`config.mk`:
```
export PLATFORM = sky130hd
export DESIGN_NAME = cc20rng_ctrl
export DESIGN_NICKNAME = d
export VERILOG_FILES = /design/src/rtl/core/cc20rng_pkg.sv /design/src/rtl/core/cc20rng_ctrl.sv
export SDC_FILE = /design/constraint.sdc
export NUM_CORES = 1
export LEC_CHECK = 0
export ABC_AREA = 1
export BUFFER_PORTS_ARGS = -buffer_cell sky130_fd_sc_hd__buf_4
export CAP_MARGIN = 20
export CORE_UTILIZATION = 35
export DETAILED_ROUTE_END_ITERATION = 16
export GPL_ROUTABILITY_DRIVEN = 0
export PLACE_DENSITY = 0.61
export SYNTH_ARGS = -nofsm -noshare
export SYNTH_HDL_FRONTEND = slang
export SYNTH_SLANG_ARGS = --single-unit
```
`constraint.sdc`:
```
create_clock -name clk -period 0.9 [get_ports clk]
set_input_delay 0.045 -clock clk [delete_from_list [all_inputs] [get_ports clk]]
set_output_delay 0.045 -clock clk [all_outputs]
set_load 0.01 [all_outputs]
```
`src/rtl/core/cc20rng_pkg.sv`:
```
// Shared types and constants for the ChaCha20 feedback random generator.
package cc20rng_pkg;

  localparam int WORD_W        = 32;
  localparam int OUT_W         = 31;
  localparam int WORD_COUNT    = 16;
  localparam int IDX_W         = 4;
  localparam int POS_W         = 5;
  localparam int DOUBLE_ROUNDS = 10;
  localparam int ROUND_W       = $clog2(DOUBLE_ROUNDS + 1);
  localparam int HEAD_WORDS    = 12;

  localparam logic [WORD_W-1:0] POWER_ON_WORDS [WORD_COUNT] = '{
    32'h629102ea, 32'h4975d940, 32'h5f38e808, 32'h93dc408e,
    32'h0310d8a7, 32'h13dfd36a, 32'hf231d746, 32'h6c55e3f6,
    32'h3d5fb58f, 32'h18a6688d, 32'hce961cbc, 32'hbfab9c86,
    32'h366766b1, 32'hcd5856e8, 32'hdb0c3687, 32'h82a27f5e
  };

  localparam logic [WORD_W-1:0] RESEED_HEAD [HEAD_WORDS] = '{
    32'h61707865, 32'h3320646e, 32'h79622d32, 32'h6b206574,
    32'h344cbe69, 32'he549fedf, 32'h3606ae57, 32'hf8b072f2,
    32'h3c98c18b, 32'he50c7103, 32'he9753b30, 32'h82b37384
  };

  // Commands from the controller to the datapath.
  typedef struct packed {
    logic       load_seed;
    logic       load_work;
    logic       qr_en;
    logic [1:0] qr_step;
    logic       qr_diag;
    logic       finish;
    logic       draw;
  } cc20rng_cmd_t;

  // Status from the datapath back to the controller.
  typedef struct packed {
    logic exhausted;
  } cc20rng_stat_t;

endpackage

```
`src/rtl/core/cc20rng_ctrl.sv`:
```
// Controller: sequences reseed, block refill rounds and draws.
module cc20rng_ctrl
  import cc20rng_pkg::*;
(
  input  logic          clk,
  input  logic          rst_n,
  input  logic          start,
  input  logic          op,
  input  cc20rng_stat_t stat,
  output cc20rng_cmd_t  cmd,
  output logic          busy
);

  typedef enum logic [2:0] {
    S_IDLE, S_PREP, S_ROUND, S_FINISH, S_DRAW
  } state_t;

  state_t             state_r, state_nxt;
  logic [1:0]         step_r, step_nxt;
  logic               diag_r, diag_nxt;
  logic [ROUND_W-1:0] round_r, round_nxt;
  logic               pend_r, pend_nxt;

  always_comb begin
    state_nxt = state_r;
    step_nxt  = step_r;
    diag_nxt  = diag_r;
    round_nxt = round_r;
    pend_nxt  = pend_r;
    cmd       = '0;
    cmd.qr_step = step_r;
    cmd.qr_diag = diag_r;
    case (state_r)
      S_IDLE: begin
        if (start) begin
          if (op) begin
            cmd.load_seed = 1'b1;
            pend_nxt      = 1'b0;
            state_nxt     = S_PREP;
          end else if (stat.exhausted) begin
            pend_nxt  = 1'b1;
            state_nxt = S_PREP;
          end else begin
            cmd.draw = 1'b1;
          end
        end
      end
      S_PREP: begin
        cmd.load_work = 1'b1;
        step_nxt      = '0;
        diag_nxt      = 1'b0;
        round_nxt     = '0;
        state_nxt     = S_ROUND;
      end
      S_ROUND: begin
        cmd.qr_en = 1'b1;
        step_nxt  = step_r + 2'd1;
        if (step_r == 2'd3) begin
          diag_nxt = ~diag_r;
          if (diag_r) begin
            round_nxt = round_r + 1'b1;
            if (round_r == ROUND_W'(DOUBLE_ROUNDS - 1)) begin
              state_nxt = S_FINISH;
            end
          end
        end
      end
      S_FINISH: begin
        cmd.finish = 1'b1;
        state_nxt  = pend_r ? S_DRAW : S_IDLE;
      end
      S_DRAW: begin
        cmd.draw  = 1'b1;
        pend_nxt  = 1'b0;
        state_nxt = S_IDLE;
      end
      default: begin
        state_nxt = S_IDLE;
      end
    endcase
  end

  always_ff @(posedge clk) begin
    if (!rst_n) begin
      state_r <= S_IDLE;
      step_r  <= '0;
      diag_r  <= 1'b0;
      round_r <= '0;
      pend_r  <= 1'b0;
    end else begin
      state_r <= state_nxt;
      step_r  <= step_nxt;
      diag_r  <= diag_nxt;
      round_r <= round_nxt;
      pend_r  <= pend_nxt;
    end
  end

  assign busy = (state_r != S_IDLE);

endmodule
```
# Word-level counts from Yosys, hierarchy flattened
# Index checks and enable logic that the tools add are counted.
# word_totals
in_bits	5
regBits	11
# op_classes
add_sub_neg	2
n_bitwise	1
muxes	28
n_reduce_logical	8
eq_ne	11
# op_table
op	count
3-bit 2-to-1 mux	7
1-bit 2-to-1 mux	13
3-bit case mux with 4 select lines	1
4-bit 2-to-1 mux	2
2-bit != test (second input constant)	4
4-bit case mux with 2 select lines	1
3-bit by 2-bit == test with 1-bit output (second input constant)	2
1-bit case mux with 2 select lines	3
3-bit AND reduction	2
5-bit AND reduction	1
4-bit by 1-bit adder with 4-bit output (second input constant)	1
4-bit == test (second input constant)	1
2-bit case mux with 2 select lines	1
2-bit nonzero test	2
3-bit by 1-bit == test with 1-bit output (second input constant)	1
3-bit == test (second input constant)	1
3-bit logical NOT	1
3-bit != test (second input constant)	1
3-bit nonzero test	1
2-bit by 1-bit adder with 2-bit output (second input constant)	1
2-bit == test (second input constant)	1
2-bit AND reduction	1
1-bit inverter	1

# Logic depth before layout (Yosys ltp)
# depth
ltp_word	5
ltp_mapped	8
depth_no_buf	8

# Worst setup path before layout
# Ideal clock, no wire load.
# synth_path
path_kind	flip-flop to flip-flop
startpoint	register step_r[0]
endpoint	register round_r[3]
stages_incl_launch_ff	7
path_buffers	0
arrival_ps	967
required_time_ps	787
setup_slack_ps	-180
path_cell_list	dfxtp_1 -> ha_1 -> nand3_1 -> nand2_2 -> nand2_2 -> nor2_1 -> nor2_1
# synth_via
elab_chain_len	3
# synth_rtl
element	line	rtl
from (decl)	cc20rng_ctrl.sv:19	logic [1:0] step_r, step_nxt;
from (signal assigned)	cc20rng_ctrl.sv:92	step_r <= step_nxt;
2-bit == test	cc20rng_ctrl.sv:58	if (step_r == 2'd3) begin
2-bit != test (no source line)	-	
3-bit AND reduction (no source line)	-	
to (signal assigned)	cc20rng_ctrl.sv:94	round_r <= round_nxt;
to (decl)	cc20rng_ctrl.sv:21	logic [ROUND_W-1:0] round_r, round_nxt;
# Every way passes these cells.
# A chain may end at the register's enable or synchronous reset.

==> results.yml <==
synth:
  synth-warning-count: 0
  mappedNetlistNets: 108
  post_synth_instance_area_um2: 634
  ys_ff_latch: 11
  synth.distinct_cells: 16
  dominantRegCellSynth: "dfxtp_1"
  synthArstFlopShare_pct: 0
  ys_seq_area_share_pct: 34.7
  yosys.cell_count.top_type: "nand2_1"
  synth_top_cells_by_count: "23 x nand2_1, 18 x nor2_1, 14 x inv_1"
  synth.avg_cell_area_um2: 6.34
  synth.largest_area_cell: "dfxtp_1"
  synth.area.top_cells: "dfxtp_1 35%, nand2_1 14%, nor2_1 11%, inv_1 8.3%, nand3_1 7.9%"
  number_of_enable_flip_flop_cells_after_synthesis: 0
  syn_inst: 100
  post-synth-top-area-fraction_pct: 34.7
global_route:
  global_route.overflow_total: 0
  number_of_global_route_vias_before_repair: 673
  pin_count_of_the_biggest_net_entering_global_routing: 8
  grt_antenna_before_repair: 0
  gr_util_all_layers_pct: 19.3
  grt_pass1_wl_mm: 2.74
run:
  maxCapViolations: 0
power:
  cellPowerDensity_nw_per_um2: 1980
  p_leak_uw: 0.000539
  worst_ir_drop_vdd_uv: 1000
detailed_routing:
  post-route-drc-count: 0
  antenna_violating_nets_post_route: 0
  drt_iter0_drc: 6
  avgRoutedWirePerCell_um: 11.1
  total_number_of_vias: 746
  finalWirelength_mm: 1.80
  vias_per_cell: 4.60
  drt_pass1_iterations: 4
sta:
  slew_headroom_pct: 86.3
  worst-slew-pin-transition_ps: 205
  rsz0062_at_grt: "true"
  timing.fmax_mhz: 795
  period_minus_slack_ps: 1260
  clock_skew_ps: 1.69
  layout_worst_path_cycle_share_pct: 140
  finalSetupViolations: 18
  setup_total_negative_slack_ps: -4630
  finalHoldViolCount: 0
  final-max-slew-violation-count: 0
  post-route-worst-setup-slack_ps: -358
floorplan:
  boundaryPins: 14
  core_um2: 1710
  floorplan.rows: 15
  die_outline_area_um2: 1990
  dieWidth_um: 44.6
  start_util_pct: 37.1
  fp.dieH_um: 44.6
clock_network:
  cts_buffer_depth: 2
  clock_latency_ps: 280
  numClockSinks: 11
  ctsHtreeMaxLevel: 1
  clk_root_buffer_cell: "clkbuf_4"
  numCtsBuffers: 3
  postCtsHoldBufs: 0
  clock_transition_at_the_registers_of_the_reported_paths_ps: 70
  cts_tree: "yes"
critical_path:
  timing.critical_path.cells: "buf_4 -> buf_12 -> nand2_4 -> inv_4 -> buf_6 -> buf_6"
  worstSetupPathType: "flip-flop to output port"
  slowest_stage: "dfxtp_4"
  worst-path-max-fanout: 3
  critPathRequiredTime_ps: 850
  worst_path_most_repeated_cell: "buf_6"
  setup.worst_path.start_class: "flip-flop"
  critical_path_arrival_ps: 1210
  worstSetupEndpointType: "output port"
  crit_path_max_incr_delay_ps: 360
placed_design:
  place_ws_ps: -296
  place.port_buffers: 13
  dp.final_hpwl_mm: 1.20
layout:
  area_delta_synth_final_pct: 79.7
  antenna_cells: 0
  num-nets-final: 146
  drive_gt1_share_pct: 54.7
run_status:
  violations_in_the_final_reports: "setup timing"
  outcome: "complete, but fails checks"
min_path:
  min_path_type: "input pin to flip-flop"
[where the power goes]
group          switching [µW]  internal [µW]
Combinational             591            639
Clock                     184            172
Sequential               86.1            580
[state kept, by name (all words and copies together), names as in the netlist]
register / cells
state_r: 3
round_r: 4
step_r: 2
diag_r: 1
pend_r: 1
[worst paths after layout]
path                   start    endpoint  slack [ps]  cells past startpoint
setup reg to reg  state_r[0]  round_r[1]        -340                      7
setup / recovery  state_r[1]      cmd[5]        -360                      6
hold reg to reg       pend_r  state_r[2]         470                      2
hold / removal         rst_n  round_r[0]          30                      3
[layout make-up]
class	instances	area, µm²
fill	139	568
multi-input combinational	70	443
timing repair buffer	34	328
sequential	11	239
inverter	18	72.6
tap	25	31.3
clock buffer	4	26.3
[layer usage]
layer	track usage (%)	share of wire, %	up-vias
li1	-	-	382
met2	32.6	54	21
met1	21.4	41	339
met3	5.31	3.6	4
met4	11.5	1.9	0
met5	0	0	-
[layout by cell type, fill, tap and decap left out, types with 2 or more instances in the layout]
cell,synthesis,layout
nand3_1,10,7
nor2_4,1,4
dfxtp_2,0,3
clkbuf_4,0,3
nand3_2,0,3
buf_6,0,16
nor2_2,1,4
inv_1,14,13
ha_1,3,2
dfxtp_1,11,4
inv_2,4,3
buf_4,1,17
a21oi_2,1,4
nand2_2,3,6
inv_4,0,2
dfxtp_4,0,4
nor2_1,18,12
nand2_1,23,19
[metrics by stage]
stage | cells | power [µW] | util [%] | instance area, µm² | hold slack [ps]
after floorplan | 100 | 1120 | - | 667 | 165
after global placement | 147 | 1480 | 51.3 | 876 | 328
after detailed placement | 147 | 1500 | 51.3 | 876 | 337
after CTS | 160 | 2130 | 63.0 | 1080 | 33.7
after global routing | 162 | 2400 | 66.7 | 1140 | 36.7
final | 162 | 2250 | 66.7 | 1140 | 31.4
[critical path, delay by kind of cell (launching register included)]
kind,cells,cell delay [ps]
buffers and inverters,5,510
flip-flops,1,360
AND/OR/NAND/NOR,1,70
[cell families (layout without fill, tap and decap cells)]
logic type | count (synthesis) | after routing | synth area share [%]
fa+ha+maj | 3 | 3 | 5.92
flops | 11 | 11 | 34.7
buf+inv | 19 | 56 | 11.8
simple gates | 59 | 59 | 40.6
compound gates | 8 | 8 | 6.90
[what timing repair did]
item / CTS / global route
endpoints found under the setup margin: 19 / 20
pin swaps: 16 / 10
gates resized for setup: 31 / 15
setup buffers: 9 / 2
Note: power is estimated with default switching activity, not from simulation.
